==> config.mk <==
export PLATFORM = sky130hd
export DESIGN_NAME = clipped_masked_tile_row_blit_unit_flat
export DESIGN_NICKNAME = d
export VERILOG_FILES = /design/src/cmtb_pkg.sv /design/src/cmtb_ifs.sv /design/src/cmtb_clip.sv /design/src/cmtb_write.sv /design/src/clipped_masked_tile_row_blit_unit.sv /design/src/flat_wrapper.sv
export SDC_FILE = /design/constraint.sdc
export NUM_CORES = 1
export LEC_CHECK = 0
export BUFFER_PORTS_ARGS = -buffer_cell sky130_fd_sc_hd__buf_2
export CAP_MARGIN = 20
export CORE_MARGIN = 2
export CORE_UTILIZATION = 30
export DETAILED_ROUTE_END_ITERATION = 6
export PLACE_DENSITY = 0.58
export SLEW_MARGIN = 5
export SYNTH_ARGS = -nofsm -noshare
export SYNTH_HDL_FRONTEND = slang
export SYNTH_SLANG_ARGS = --single-unit
==> constraint.sdc <==
create_clock -name clk -period 11.8 [get_ports clk]
set_clock_uncertainty 0.2 [all_clocks]
set_input_delay 0.59 -clock clk [delete_from_list [all_inputs] [get_ports clk]]
set_output_delay 0.59 -clock clk [all_outputs]
set_load 0.005 [all_outputs]
==> src/cmtb_pkg.sv <==
// Shared types, constants and register codes for the tile row blitter.
package cmtb_pkg;

  localparam int TILE_SIZE = 8;
  localparam int LANE_W    = $clog2(TILE_SIZE);
  localparam int CNT_W     = $clog2(TILE_SIZE) + 1;
  localparam int PIX_W     = TILE_SIZE * 8;
  localparam int ADDR_W    = 24;
  localparam int COORD_W   = 16;
  localparam int SIZE_W    = 13;
  localparam int CFG_W     = 16;
  localparam int CFG_IDX_W = 3;

  localparam logic signed [COORD_W-1:0] CLIP_LEFT_RST   = '0;
  localparam logic signed [COORD_W-1:0] CLIP_TOP_RST    = '0;
  localparam logic [SIZE_W-1:0]         CLIP_WIDTH_RST  = 13'd320;
  localparam logic [SIZE_W-1:0]         CLIP_HEIGHT_RST = 13'd240;
  localparam logic [SIZE_W-1:0]         LINE_WIDTH_RST  = 13'd320;

  typedef enum logic [CFG_IDX_W-1:0] {
    REG_CLIP_LEFT,
    REG_CLIP_TOP,
    REG_CLIP_WIDTH,
    REG_CLIP_HEIGHT,
    REG_LINE_WIDTH
  } cfg_reg_t;

  typedef struct packed {
    logic signed [COORD_W-1:0] clip_left;
    logic signed [COORD_W-1:0] clip_top;
    logic [SIZE_W-1:0]         clip_width;
    logic [SIZE_W-1:0]         clip_height;
    logic [SIZE_W-1:0]         line_width;
  } cfg_t;

  // Visible row after clipping: line y, first visible screen x, run start and length.
  typedef struct packed {
    logic signed [COORD_W:0] y;
    logic signed [COORD_W:0] x0;
    logic [LANE_W-1:0]       lo;
    logic [CNT_W-1:0]        n;
    logic [PIX_W-1:0]        pixels;
    logic [TILE_SIZE-1:0]    mask;
    logic                    use_mask;
  } row_t;

endpackage

==> src/cmtb_ifs.sv <==
// Valid/ready channel interfaces for tile rows and framebuffer writes.
interface cmtb_row_if;
  import cmtb_pkg::*;
  logic                      valid;
  logic                      ready;
  logic signed [COORD_W-1:0] tile_x;
  logic signed [COORD_W-1:0] tile_y;
  logic [LANE_W-1:0]         row_index;
  logic [PIX_W-1:0]          row_pixels;
  logic [TILE_SIZE-1:0]      row_mask;
  logic                      use_mask;

  modport source (output valid, tile_x, tile_y, row_index, row_pixels, row_mask,
                  use_mask, input ready);
  modport sink (input valid, tile_x, tile_y, row_index, row_pixels, row_mask,
                use_mask, output ready);
endinterface

interface cmtb_write_if;
  import cmtb_pkg::*;
  logic                 valid;
  logic                 ready;
  logic [ADDR_W-1:0]    write_address;
  logic [PIX_W-1:0]     write_pixels;
  logic [TILE_SIZE-1:0] write_enables;

  modport source (output valid, write_address, write_pixels, write_enables,
                  input ready);
  modport sink (input valid, write_address, write_pixels, write_enables,
                output ready);
endinterface

==> src/cmtb_clip.sv <==
// Clip stages: line and column offsets, then rectangle test and run clamp.
module cmtb_clip
  import cmtb_pkg::*;
(
  input  logic         clk,
  input  logic         rst,
  input  cfg_t         cfg,
  cmtb_row_if.sink     in_item,
  output logic         row_valid,
  input  logic         row_ready,
  output row_t         row
);

  // stage 1 registers
  logic                      v1;
  logic signed [COORD_W-1:0] tx1;
  logic signed [COORD_W:0]   y1;
  logic signed [COORD_W:0]   first1;
  logic signed [COORD_W+1:0] last1;
  logic [PIX_W-1:0]          pix1;
  logic [TILE_SIZE-1:0]      mask1;
  logic                      um1;

  logic ready1;
  logic ready2;

  assign ready2       = !row_valid || row_ready;
  assign ready1       = !v1 || ready2;
  assign in_item.ready = ready1;

  logic signed [COORD_W:0]   y_c;
  logic signed [COORD_W:0]   first_c;
  logic signed [COORD_W+1:0] last_c;

  always_comb begin
    y_c     = $signed({in_item.tile_y[COORD_W-1], in_item.tile_y})
              + $signed({{(COORD_W+1-LANE_W){1'b0}}, in_item.row_index});
    first_c = $signed({cfg.clip_left[COORD_W-1], cfg.clip_left})
              - $signed({in_item.tile_x[COORD_W-1], in_item.tile_x});
    last_c  = $signed({{2{cfg.clip_left[COORD_W-1]}}, cfg.clip_left})
              + $signed({{(COORD_W+2-SIZE_W){1'b0}}, cfg.clip_width})
              - $signed({{2{in_item.tile_x[COORD_W-1]}}, in_item.tile_x});
  end

  always_ff @(posedge clk) begin
    if (rst) begin
      v1 <= 1'b0;
    end else if (ready1) begin
      v1 <= in_item.valid;
    end
    if (ready1 && in_item.valid) begin
      tx1    <= in_item.tile_x;
      y1     <= y_c;
      first1 <= first_c;
      last1  <= last_c;
      pix1   <= in_item.row_pixels;
      mask1  <= in_item.row_mask;
      um1    <= in_item.use_mask;
    end
  end

  // stage 2: vertical test, clamp to the tile, drop rows with nothing visible
  logic signed [COORD_W+1:0] top_s;
  logic signed [COORD_W+1:0] bottom_s;
  logic signed [COORD_W+1:0] y_s;
  logic signed [COORD_W+1:0] first_s;
  logic signed [COORD_W+1:0] last_s;
  logic                      y_in;
  logic                      visible;
  logic [LANE_W-1:0]         lo_c;
  logic [CNT_W-1:0]          n_c;

  always_comb begin
    top_s    = $signed({{2{cfg.clip_top[COORD_W-1]}}, cfg.clip_top});
    bottom_s = top_s + $signed({{(COORD_W+2-SIZE_W){1'b0}}, cfg.clip_height});
    y_s      = $signed({y1[COORD_W], y1});
    y_in     = (y_s >= top_s) && (y_s < bottom_s);
    first_s  = (first1 < 0) ? '0 : $signed({first1[COORD_W], first1});
    last_s   = (last1 > $signed((COORD_W+2)'(TILE_SIZE))) ?
               $signed((COORD_W+2)'(TILE_SIZE)) : last1;
    visible  = y_in && (first_s < last_s);
    lo_c     = first_s[LANE_W-1:0];
    n_c      = last_s[CNT_W-1:0] - {1'b0, lo_c};
  end

  always_ff @(posedge clk) begin
    if (rst) begin
      row_valid <= 1'b0;
    end else if (ready2) begin
      row_valid <= v1 && visible;
    end
    if (ready2 && v1 && visible) begin
      row.y        <= y1;
      row.x0       <= $signed({tx1[COORD_W-1], tx1})
                      + $signed({{(COORD_W+1-LANE_W){1'b0}}, lo_c});
      row.lo       <= lo_c;
      row.n        <= n_c;
      row.pixels   <= pix1;
      row.mask     <= mask1;
      row.use_mask <= um1;
    end
  end

  a_run_fits: assert property (@(posedge clk) disable iff (rst)
    row_valid |-> (row.n != '0) && ({1'b0, row.lo} + row.n <= CNT_W'(TILE_SIZE)))
    else $error("clipped run empty or past the tile edge");

  a_s1_hold: assert property (@(posedge clk) disable iff (rst)
    (v1 && !ready2) |=> (v1 && $stable(y1) && $stable(first1)))
    else $error("stage 1 changed while stalled");

  a_s2_hold: assert property (@(posedge clk) disable iff (rst)
    (row_valid && !row_ready) |=> (row_valid && $stable(row)))
    else $error("clipped row changed while stalled");

endmodule

==> src/cmtb_write.sv <==
// Write stages: line multiply and lane shift, then address add into the output register.
module cmtb_write
  import cmtb_pkg::*;
(
  input  logic          clk,
  input  logic          rst,
  input  cfg_t          cfg,
  input  logic          row_valid,
  output logic          row_ready,
  input  row_t          row,
  cmtb_write_if.source  out_item
);

  logic                 v3;
  logic [ADDR_W-1:0]    prod3;
  logic [ADDR_W-1:0]    x03;
  logic [PIX_W-1:0]     pix3;
  logic [TILE_SIZE-1:0] en3;

  logic ready3;
  logic ready4;

  assign ready4    = !out_item.valid || out_item.ready;
  assign ready3    = !v3 || ready4;
  assign row_ready = ready3;

  logic signed [COORD_W+SIZE_W+1:0] prod_c;
  logic [PIX_W-1:0]                 shifted;
  logic [PIX_W-1:0]                 pix_c;
  logic [TILE_SIZE-1:0]             run_en;
  logic [TILE_SIZE-1:0]             mask_sh;

  always_comb begin
    prod_c  = row.y * $signed({1'b0, cfg.line_width});
    shifted = row.pixels >> {row.lo, 3'b000};
    mask_sh = row.mask >> row.lo;
    for (int k = 0; k < TILE_SIZE; k++) begin
      run_en[k]        = CNT_W'(k) < row.n;
      pix_c[k*8 +: 8]  = run_en[k] ? shifted[k*8 +: 8] : 8'h00;
    end
  end

  always_ff @(posedge clk) begin
    if (rst) begin
      v3 <= 1'b0;
    end else if (ready3) begin
      v3 <= row_valid;
    end
    if (ready3 && row_valid) begin
      prod3 <= prod_c[ADDR_W-1:0];
      x03   <= {{(ADDR_W-COORD_W-1){row.x0[COORD_W]}}, row.x0};
      pix3  <= pix_c;
      en3   <= row.use_mask ? (run_en & mask_sh) : run_en;
    end
  end

  always_ff @(posedge clk) begin
    if (rst) begin
      out_item.valid <= 1'b0;
    end else if (ready4) begin
      out_item.valid <= v3;
    end
    if (ready4 && v3) begin
      out_item.write_address <= prod3 + x03;
      out_item.write_pixels  <= pix3;
      out_item.write_enables <= en3;
    end
  end

  a_s3_hold: assert property (@(posedge clk) disable iff (rst)
    (v3 && !ready4) |=> (v3 && $stable(prod3) && $stable(x03) && $stable(en3)))
    else $error("stage 3 changed while stalled");

  a_s3_fill: assert property (@(posedge clk) disable iff (rst)
    (!v3 && !out_item.valid) |=> !out_item.valid)
    else $error("write appeared with an empty pipeline");

  a_s3_load: assert property (@(posedge clk) disable iff (rst)
    (row_valid && row_ready) |=> v3)
    else $error("clipped row lost on transfer into stage 3");

endmodule

==> src/clipped_masked_tile_row_blit_unit.sv <==
// Top level: configuration registers, clip stages and write stages.
// An input transfer passes the stage 1, stage 2, stage 3 and output registers before the write is valid.
// Throughput: one row per cycle while the write side is ready; a stall holds only the full stages.
// Rows with no visible pixel are dropped in stage 2 and give no write.
// Reset (rst, synchronous) empties the pipeline and loads clip 0,0,320x240, stride 320.
module clipped_masked_tile_row_blit_unit
  import cmtb_pkg::*;
(
  input  logic                 clk,
  input  logic                 rst,
  input  logic                 cfg_write,
  input  logic [CFG_IDX_W-1:0] cfg_index,
  input  logic [CFG_W-1:0]     cfg_data,
  cmtb_row_if.sink             in_item,
  cmtb_write_if.source         out_item
);

  cfg_t cfg;
  logic row_valid;
  logic row_ready;
  row_t row;

  always_ff @(posedge clk) begin
    if (rst) begin
      cfg.clip_left   <= CLIP_LEFT_RST;
      cfg.clip_top    <= CLIP_TOP_RST;
      cfg.clip_width  <= CLIP_WIDTH_RST;
      cfg.clip_height <= CLIP_HEIGHT_RST;
      cfg.line_width  <= LINE_WIDTH_RST;
    end else if (cfg_write) begin
      unique case (cfg_reg_t'(cfg_index))
        REG_CLIP_LEFT:   cfg.clip_left   <= $signed(cfg_data);
        REG_CLIP_TOP:    cfg.clip_top    <= $signed(cfg_data);
        REG_CLIP_WIDTH:  cfg.clip_width  <= cfg_data[SIZE_W-1:0];
        REG_CLIP_HEIGHT: cfg.clip_height <= cfg_data[SIZE_W-1:0];
        REG_LINE_WIDTH:  cfg.line_width  <= cfg_data[SIZE_W-1:0];
        default: ;
      endcase
    end
  end

  cmtb_clip u_clip (
    .clk       (clk),
    .rst       (rst),
    .cfg       (cfg),
    .in_item   (in_item),
    .row_valid (row_valid),
    .row_ready (row_ready),
    .row       (row)
  );

  cmtb_write u_write (
    .clk       (clk),
    .rst       (rst),
    .cfg       (cfg),
    .row_valid (row_valid),
    .row_ready (row_ready),
    .row       (row),
    .out_item  (out_item)
  );

endmodule

==> src/flat_wrapper.sv <==
// flat-port wrapper written by rule: the top's interface ports become plain ports
module clipped_masked_tile_row_blit_unit_flat import cmtb_pkg::*;
  (clk, rst, cfg_write, cfg_index, cfg_data, in_item_valid, in_item_tile_x, in_item_tile_y, in_item_row_index, in_item_row_pixels, in_item_row_mask, in_item_use_mask, in_item_ready, out_item_valid, out_item_write_address, out_item_write_pixels, out_item_write_enables, out_item_ready);
  cmtb_row_if in_item_i ();
  cmtb_write_if out_item_i ();
  input  logic clk;
  input  logic rst;
  input  logic cfg_write;
  input  logic [CFG_IDX_W-1:0] cfg_index;
  input  logic [CFG_W-1:0] cfg_data;
  input wire logic [$bits(in_item_i.valid)-1:0] in_item_valid;
  input wire logic [$bits(in_item_i.tile_x)-1:0] in_item_tile_x;
  input wire logic [$bits(in_item_i.tile_y)-1:0] in_item_tile_y;
  input wire logic [$bits(in_item_i.row_index)-1:0] in_item_row_index;
  input wire logic [$bits(in_item_i.row_pixels)-1:0] in_item_row_pixels;
  input wire logic [$bits(in_item_i.row_mask)-1:0] in_item_row_mask;
  input wire logic [$bits(in_item_i.use_mask)-1:0] in_item_use_mask;
  output wire logic [$bits(in_item_i.ready)-1:0] in_item_ready;
  output wire logic [$bits(out_item_i.valid)-1:0] out_item_valid;
  output wire logic [$bits(out_item_i.write_address)-1:0] out_item_write_address;
  output wire logic [$bits(out_item_i.write_pixels)-1:0] out_item_write_pixels;
  output wire logic [$bits(out_item_i.write_enables)-1:0] out_item_write_enables;
  input wire logic [$bits(out_item_i.ready)-1:0] out_item_ready;
  assign in_item_i.valid = in_item_valid;
  assign in_item_i.tile_x = in_item_tile_x;
  assign in_item_i.tile_y = in_item_tile_y;
  assign in_item_i.row_index = in_item_row_index;
  assign in_item_i.row_pixels = in_item_row_pixels;
  assign in_item_i.row_mask = in_item_row_mask;
  assign in_item_i.use_mask = in_item_use_mask;
  assign in_item_ready = in_item_i.ready;
  assign out_item_valid = out_item_i.valid;
  assign out_item_write_address = out_item_i.write_address;
  assign out_item_write_pixels = out_item_i.write_pixels;
  assign out_item_write_enables = out_item_i.write_enables;
  assign out_item_i.ready = out_item_ready;
  clipped_masked_tile_row_blit_unit u_core (.clk(clk), .rst(rst), .cfg_write(cfg_write), .cfg_index(cfg_index), .cfg_data(cfg_data), .in_item(in_item_i), .out_item(out_item_i));
endmodule
==> impl_metrics.env, run 1 <==
export IMPL_outcome="complete, no violations"
export IMPL_rsz0062_at_grt="false"
export IMPL_drtPass1Iterations=5
export IMPL_ant_nets=0
export IMPL_num_vias=19701
export IMPL_drt_total_wl_mm=77.9
export IMPL_synth_area_per_cell_sq_um=11.6
export IMPL_cpMostUsedCell="fa_1"
export IMPL_report_final_hold_viol_count=0
export IMPL_ys_seq_area_share_pct=49.7
export IMPL_cts_sinks=539
export IMPL_globalplace_congestion=0.835
export IMPL_crit_arrival_ns=6.49
export IMPL_place_inst=4204
export IMPL_period_share_pct=53.8
export IMPL_fin_hold_ws_ns=0.0325
export IMPL_hold_start="in_item_row_mask[1]"
export IMPL_ctsResizeCount=0
export IMPL_p_leak_nw=14.8
export IMPL_vdd_ir_drop_max_v=0.000127
export IMPL_drc_errors=0
export IMPL_relSlewSlack_pct=28.5
export IMPL_synth_async_reset_ratio_pct=0
export IMPL_crit_buf_inv=4
export IMPL_dpl_hpwl_mm=59.2
export IMPL_cap_violations=0
export IMPL_critPathMaxStageDelay_ns=0.57
export IMPL_worstSetupEndpointType="flop"
export IMPL_die_y_um=326
export IMPL_slew_violations=0
export IMPL_portBuffers=229
export IMPL_synth_edf_count=464
export IMPL_core_area_sq_um=103000
export IMPL_overflow=0
export IMPL_yosys_warnings=0
export IMPL_netlist_area_sq_um=31100
export IMPL_tns_ns=0
export IMPL_dr_first_iter_drc_count=1162
export IMPL_clk_pin_slew_ns=0.07
export IMPL_netlist_instances=2668
export IMPL_antenna_found_initial=10
export IMPL_cts_tree="built"
export IMPL_final_nets=3467
export IMPL_worstPathRequired_ns=11.95
export IMPL_path_cells="and2_1 -> fa_1 -> inv_1 -> fa_1 -> inv_1 -> fa_1 -> fa_1 -> fa_1 -> inv_1 -> fa_1 -> inv_1 -> ha_1 -> a21o_1 -> a21o_1 -> a21oi_2 -> and3_1 -> a21o_1 -> o211ai_1 -> a31oi_1 -> xnor2_1"
export IMPL_cts_root_buf="clkbuf_16"
export IMPL_reg2reg_from="u_core.u_clip.row[103]$_DFFE_PP_"
export IMPL_fill_cells=10272
export IMPL_startpoint="u_core.u_clip.row[103]$_DFFE_PP_"
export IMPL_routedWlPerCell_um=17.7
export IMPL_cts_hold_buf=77
export IMPL_setup_viol=0
export IMPL_fmax_mhz=158
export IMPL_multi_input_area_sq_um=14100
export IMPL_fin_crit_ns=6.35
export IMPL_postCtsSetupBuffers=0
export IMPL_dominantRegCellSynth="edfxtp_1"
export IMPL_worst_path_max_fanout=13
export IMPL_hold_class="input port to flop"
export IMPL_yosys_register_bits=539
export IMPL_fin_area_sq_um=36500
export IMPL_grt_usage_pct=14.6
export IMPL_instances_no_fill=4393
export IMPL_area_delta_synth_final_pct=17.3
export IMPL_path_delay_family="adder cells"
export IMPL_yosysUniqueCellTypes=66
export IMPL_die_area_sq_um=106000
export IMPL_syn_nets=3172
export IMPL_start_util_pct=30.1
export IMPL_placed_area_sq_um=33700
export IMPL_cts_buffers=60
export IMPL_setup_worst_path_start_class="flop"
export IMPL_fin_total_pwr_mw=4.56
export IMPL_grt_pass1_vias=19767
export IMPL_vias_per_cell=4.48
export IMPL_clock_latency_ns=0.66
export IMPL_grt_max_degree=90
export IMPL_pin_count=230
export IMPL_cts_max_level=2
export IMPL_cts_path_max_buffers=3
export IMPL_slowest_stage="edfxtp_1"
export IMPL_critical_path_class="flop to flop"
export IMPL_worst_pin_slew_ns=1.07
export IMPL_grt_pass1_wl_mm=119
export IMPL_power_density_nw_per_um2=125
export IMPL_drive_gt1_share_pct=12.6
export IMPL_regArea_sq_um=15400
export IMPL_rows=118
export IMPL_die_w_um=326
-- per-layer routing --
layer | share of wire, % | up-vias | track usage, % | routed length (um)
met2 | 44 | 471 | 22.1 | 34100
met1 | 48 | 9477 | 21.2 | 37700
met5 | 0.058 | - | 0 | 45
li1 | - | 9630 | - | -
met4 | 2.9 | 8 | 4.70 | 2290
met3 | 4.8 | 115 | 2.41 | 3770
-- cells by family (layout without fill, tap and decap cells) --
family / after synthesis / after routing / share of synthesized area, %
flops: 539 / 539 / 49.7
mux: 80 / 80 / 3.10
compound gates: 387 / 387 / 7.90
simple gates: 738 / 738 / 11.1
fa+ha+maj: 372 / 372 / 19.4
xor+xnor: 130 / 130 / 3.66
buf+inv: 422 / 765 / 5.13
other cells: 0 / 2 / 0
-- flip-flops by register name, summed over array words and instances (netlist names), 16 cells and up --
name / flops
u_core.u_clip.tx1: 16
u_core.cfg: 71
u_core.u_clip.row: 114
u_core.u_write.prod3: 24
u_core.u_write.pix3: 64
u_core.u_clip.last1: 18
u_core.u_write.out_item.write_pixels: 64
u_core.u_write.out_item.write_address: 24
u_core.u_write.x03: 17
u_core.u_clip.pix1: 64
u_core.u_clip.y1: 17
u_core.u_clip.first1: 17
-- layout make-up --
class | count | share of cell area (%)
Antenna cell | 2 | 0.0137
Clock buffer | 76 | 4.48
Clock inverter | 34 | 0.837
Inverter | 335 | 3.45
Multi-Input combinational cell | 1707 | 38.6
Sequential cell | 539 | 42.3
Tap cell | 1380 | 4.74
Timing Repair Buffer | 320 | 5.55
-- worst register-to-register path: stages (launching register included) --
cell      delay (ns)
edfxtp_1        0.57
and2_1          0.26
fa_1            0.53
inv_1           0.05
fa_1            0.53
inv_1           0.06
fa_1            0.52
fa_1            0.44
fa_1            0.54
inv_1           0.05
fa_1            0.52
inv_1           0.04
ha_1            0.35
a21o_1          0.18
a21o_1          0.20
a21oi_2         0.19
and3_1          0.19
a21o_1          0.23
o211ai_1        0.11
a31oi_1         0.22
xnor2_1         0.08
-- worst paths after layout --
check | endpoint | slack (ns) | depth (start not counted)
max | u_core.u_write.prod3[23]$_DFFE_PP_ | 5.45 | 20
min | u_core.u_clip.mask1[1]$_DFFE_PP_ | 0.03 | 1
max reg2reg | u_core.u_write.prod3[23]$_DFFE_PP_ | 5.45 | 20
min reg2reg | u_core.u_write.x03[4]$_DFFE_PP_ | 0.20 | 0
-- layout by cell type (no fill, tap or decap), types with 18 or more instances in the layout --
cell type,netlist,final
edfxtp_1,464,464
inv_1,335,335
nand2_1,324,324
buf_2,9,229
ha_1,188,188
fa_1,184,184
a21oi_1,171,171
nor2_1,135,135
and2_1,102,101
xnor2_1,94,94
dlygate4sd3_1,0,77
dfxtp_1,75,75
clkbuf_16,0,62
mux2i_1,59,59
nor2b_1,60,58
o21ai_0,48,48
a21o_1,40,40
xor2_1,36,36
a211oi_1,31,31
nand2b_1,21,21
o21a_1,20,20
and3_1,20,20
nand3_1,18,18
-- power by group --
part / total (mW) / switching [mW] / leakage (nW) / internal (mW)
Combinational: 0.525 / 0.297 / 8.99 / 0.228
Clock: 1.85 / 0.782 / 0.953 / 1.07
Sequential: 2.19 / 0.0453 / 4.87 / 2.14
Total: 4.56 / 1.12 / 14.8 / 3.44
-- synth_stat cells (9+ instances only) --
cell | instances | area [sq um]
fa_1 | 184 | 3680
o21bai_1 | 12 | 90.1
nor2_1 | 135 | 507
nor2b_1 | 60 | 375
inv_1 | 335 | 1260
a21oi_1 | 171 | 856
clkbuf_1 | 71 | 267
nand2_1 | 324 | 1220
buf_2 | 9 | 45.0
xor2_1 | 36 | 315
xnor2_1 | 94 | 823
a211oi_1 | 31 | 233
nand2b_1 | 21 | 131
mux2i_1 | 59 | 591
ha_1 | 188 | 2350
nand3_1 | 18 | 90.1
o21a_1 | 20 | 150
a21o_1 | 40 | 300
and3_1 | 20 | 125
or2_2 | 9 | 56.3
nand4_1 | 12 | 75.1
mux2_2 | 9 | 101
mux4_2 | 12 | 270
o22a_1 | 9 | 78.8
dfxtp_1 | 75 | 1500
o21ai_0 | 48 | 240
nor3_1 | 14 | 70.1
edfxtp_1 | 464 | 13900
and2_1 | 102 | 638
-- per-stage QoR --
stage | setup slack [ns] | utilization (%)
CTS | 5.43 | 35.4
detailed placement | 5.44 | 32.7
global placement | 5.49 | 32.7
global route | 5.11 | 35.4
finish | 5.45 | 35.4
floorplan | 1.99 | -
Note: power is estimated with default switching activity, not from simulation.
==> run 2, diff against run 1 <==
==> constraint.sdc (replaced) <==
create_clock -name clk -period 6.12 [get_ports clk]
set_clock_uncertainty 0.2 [all_clocks]
set_input_delay 0.306 -clock clk [delete_from_list [all_inputs] [get_ports clk]]
set_output_delay 0.306 -clock clk [all_outputs]
set_load 0.005 [all_outputs]
==> run 2 against run 1 <==
Compared with the run above: die area unchanged; total power increased by 100%; via count increased by 3.2%; global-route usage up 0.30 points; utilization up 1.3 points; hold slack better by 0.067 ns; register-to-register slack got worse by 5.3 ns; first-iteration DRC count is 39% higher.
==> impl_metrics.env, run 2 (synthesis results as in run 1) <==
export IMPL_outcome="complete, no violations"
export IMPL_switching_share_pct=24.3
export IMPL_grt_pass1_vias=20434
export IMPL_slowest_stage="fa_1"
export IMPL_routedWlPerCell_um=17.6
export IMPL_p_clk_share_pct=41.7
export IMPL_drtPass1Iterations=7
export IMPL_grt_pass1_wl_mm=122
export IMPL_hold_class="input port to flop"
export IMPL_top_register="u_core.u_clip.row"
export IMPL_crit_buf_inv=4
export IMPL_multi_input_area_sq_um=14200
export IMPL_crit_arrival_ns=6.10
export IMPL_die_y_um=326
export IMPL_cap_violations=0
export IMPL_reg2reg_slack_ns=0.17
export IMPL_cts_sinks=539
export IMPL_grt_usage_pct=14.9
export IMPL_area_delta_synth_final_pct=21.7
export IMPL_path_cells="and2_4 -> fa_1 -> inv_1 -> fa_1 -> inv_1 -> fa_1 -> fa_1 -> fa_1 -> inv_1 -> fa_1 -> inv_2 -> ha_4 -> a21o_1 -> a21o_1 -> a21oi_2 -> and3_1 -> a21o_1 -> o211ai_1 -> a31oi_1 -> xnor2_1"
export IMPL_die_area_sq_um=106000
export IMPL_power_frac_comb_pct=12.2
export IMPL_worstPathRequired_ns=6.27
export IMPL_worstSetupEndpointType="flop"
export IMPL_cts_path_max_buffers=3
export IMPL_fin_total_pwr_mw=9.14
export IMPL_critPathMaxStageDelay_ns=0.54
export IMPL_p_leak_nw=15.4
export IMPL_worst_pin_slew_ns=1.08
export IMPL_internal_power_mw=6.92
export IMPL_final_nets=3586
export IMPL_tns_ns=0
export IMPL_start_util_pct=30.1
export IMPL_worst_path_max_fanout=5
export IMPL_report_final_hold_viol_count=0
export IMPL_place_inst=4246
export IMPL_cts_max_level=2
export IMPL_setup_worst_path_start_class="flop"
export IMPL_path_delay_family="adder cells"
export IMPL_r2r_cells=20
export IMPL_clk_pin_slew_ns=0.06
export IMPL_cts_root_buf="clkbuf_16"
export IMPL_fmax_mhz=168
export IMPL_slew_violations=0
export IMPL_switching_power_mw=2.22
export IMPL_drive_gt1_share_pct=14.9
export IMPL_period_share_pct=97.2
export IMPL_reg2reg_from="u_core.u_clip.row[103]$_DFFE_PP_"
export IMPL_num_vias=20328
export IMPL_clock_latency_ns=0.66
export IMPL_setup_viol=0
export IMPL_pin_count=230
export IMPL_antenna_found_initial=9
export IMPL_endpoint="u_core.u_write.prod3[23]$_DFFE_PP_"
export IMPL_overflow=0
export IMPL_fin_crit_ns=5.95
export IMPL_final_common_cell="edfxtp_1"
export IMPL_core_area_sq_um=103000
export IMPL_dr_first_iter_drc_count=1610
export IMPL_power_share_sequential_pct=46.1
export IMPL_crit_cells=20
export IMPL_instances_no_fill=4514
export IMPL_cpMostUsedCell="fa_1"
export IMPL_final_core_util_pct=36.7
export IMPL_grt_max_degree=125
export IMPL_power_density_nw_per_um2=242
export IMPL_fill_cells=10189
export IMPL_startpoint="u_core.u_clip.row[103]$_DFFE_PP_"
export IMPL_cts_tree="built"
export IMPL_regArea_sq_um=15400
export IMPL_cts_buffers=59
export IMPL_vias_per_cell=4.50
export IMPL_die_w_um=326
export IMPL_r2r_end="u_core.u_write.prod3[23]$_DFFE_PP_"
export IMPL_vdd_ir_drop_max_v=0.000234
export IMPL_critical_path_class="flop to flop"
export IMPL_largest_reg_flops=114
export IMPL_drt_total_wl_mm=79.4
export IMPL_final_cell_mix="edfxtp_1 (464), inv_1 (329), nand2_1 (324)"
export IMPL_drc_errors=0
export IMPL_rows=118
export IMPL_relSlewSlack_pct=28.1
export IMPL_reg_largest_list="u_core.u_clip.row: 114 flops, u_core.cfg: 71 flops"
export IMPL_ant_nets=0
export IMPL_dpl_hpwl_mm=59.8
export IMPL_globalplace_congestion=0.848
export IMPL_portBuffers=229
==> run 2: changes by cell type in the layout (fill, tap and decap cells not counted), sizes merged <==
cell | previous run | this run
buf | 243 | 301
bufinv | 4 | 12
clkbuf | 76 | 65
clkinvlp | 1 | 7
diode | 2 | 1
dlygate4sd3 | 77 | 139
inv | 340 | 339
==> run 2: worst min-delay path by stage <==
| stage | depth (start not counted) | to | slack [ns] | start |
|---|---|---|---|---|
| 6_report | 4 | u_core.u_clip.y1[2]$_DFFE_PP_ | 0.1 | in_item_row_index[1] |
| 5_1_grt | 3 | u_core.u_write.out_item.valid$_SDFFE_PP0P_ | 0.11 | rst |
| 4_1_cts | 4 | u_core.cfg[11]$_SDFFE_PP0P_ | 0.05 | cfg_index[2] |
| 3_5_place_dp | 0 | u_core.u_clip.row[14]$_DFFE_PP_ | 0.20 | u_core.u_clip.pix1[5]$_DFFE_PP_ |
| 3_3_place_gp | 0 | u_core.u_clip.row[55]$_DFFE_PP_ | 0.20 | u_core.u_clip.pix1[46]$_DFFE_PP_ |
| 2_1_floorplan | 0 | u_core.u_clip.row[0]$_DFFE_PP_ | 0.20 | u_core.u_clip.um1$_DFFE_PP_ |
==> run 2: power by group through the flow <==
stage                     sequential (mW)  combinational [mW]  clock [mW]
after detailed placement             4.29                1.01           0
final                                4.21                1.11        3.82
after global placement               4.29               0.999           0
after floorplan                      4.25               0.704           0
after global routing                 4.22                1.27        4.04
after CTS                            4.21                1.09        3.92
==> run 2: tightest hold or removal path, cell delays in order <==
cell and delay (ns):
buf_2 0.10, inv_1 0.08, fa_1 0.23, xnor2_1 0.13
==> run 2: layer usage <==
metal	track usage, %	up-vias	wire (um)
li1	-	9859	-
met1	22.0	9880	38500
met2	22.8	478	35100
met3	2.02	107	3770
met4	4.30	4	2050
met5	0	-	25
==> run 2: metrics by stage <==
step | worst slack, ns | instance area, sq um | hold WS, ns
6_report | 0.174 | 37800 | 0.0994
5_1_grt | -0.0153 | 37800 | 0.113
4_1_cts | 0.0319 | 37600 | 0.0481
3_5_place_dp | -0.00558 | 34100 | 0.205
3_3_place_gp | 0.0988 | 34100 | 0.201
2_1_floorplan | 0.171 | 31100 | 0.200
==> run 2: cell type report <==
class,count,share of cell area [%]
Antenna cell,1,0.00662
Clock buffer,65,3.96
Clock inverter,47,1.57
Inverter,335,3.33
Multi-Input combinational cell,1707,37.4
Sequential cell,539,40.8
Tap cell,1380,4.57
Timing Repair Buffer,440,8.32
==> run 2: what timing repair did <==
| action | in CTS | in global routing |
|---|---|---|
| endpoints found under the setup margin | 1 | 8 |
| pin swaps | 0 | 20 |
| hold endpoints to repair | 199 | 0 |
| resized for setup | 0 | 23 |
| setup buffers | 1 | 15 |
| hold buffers | 139 | 0 |
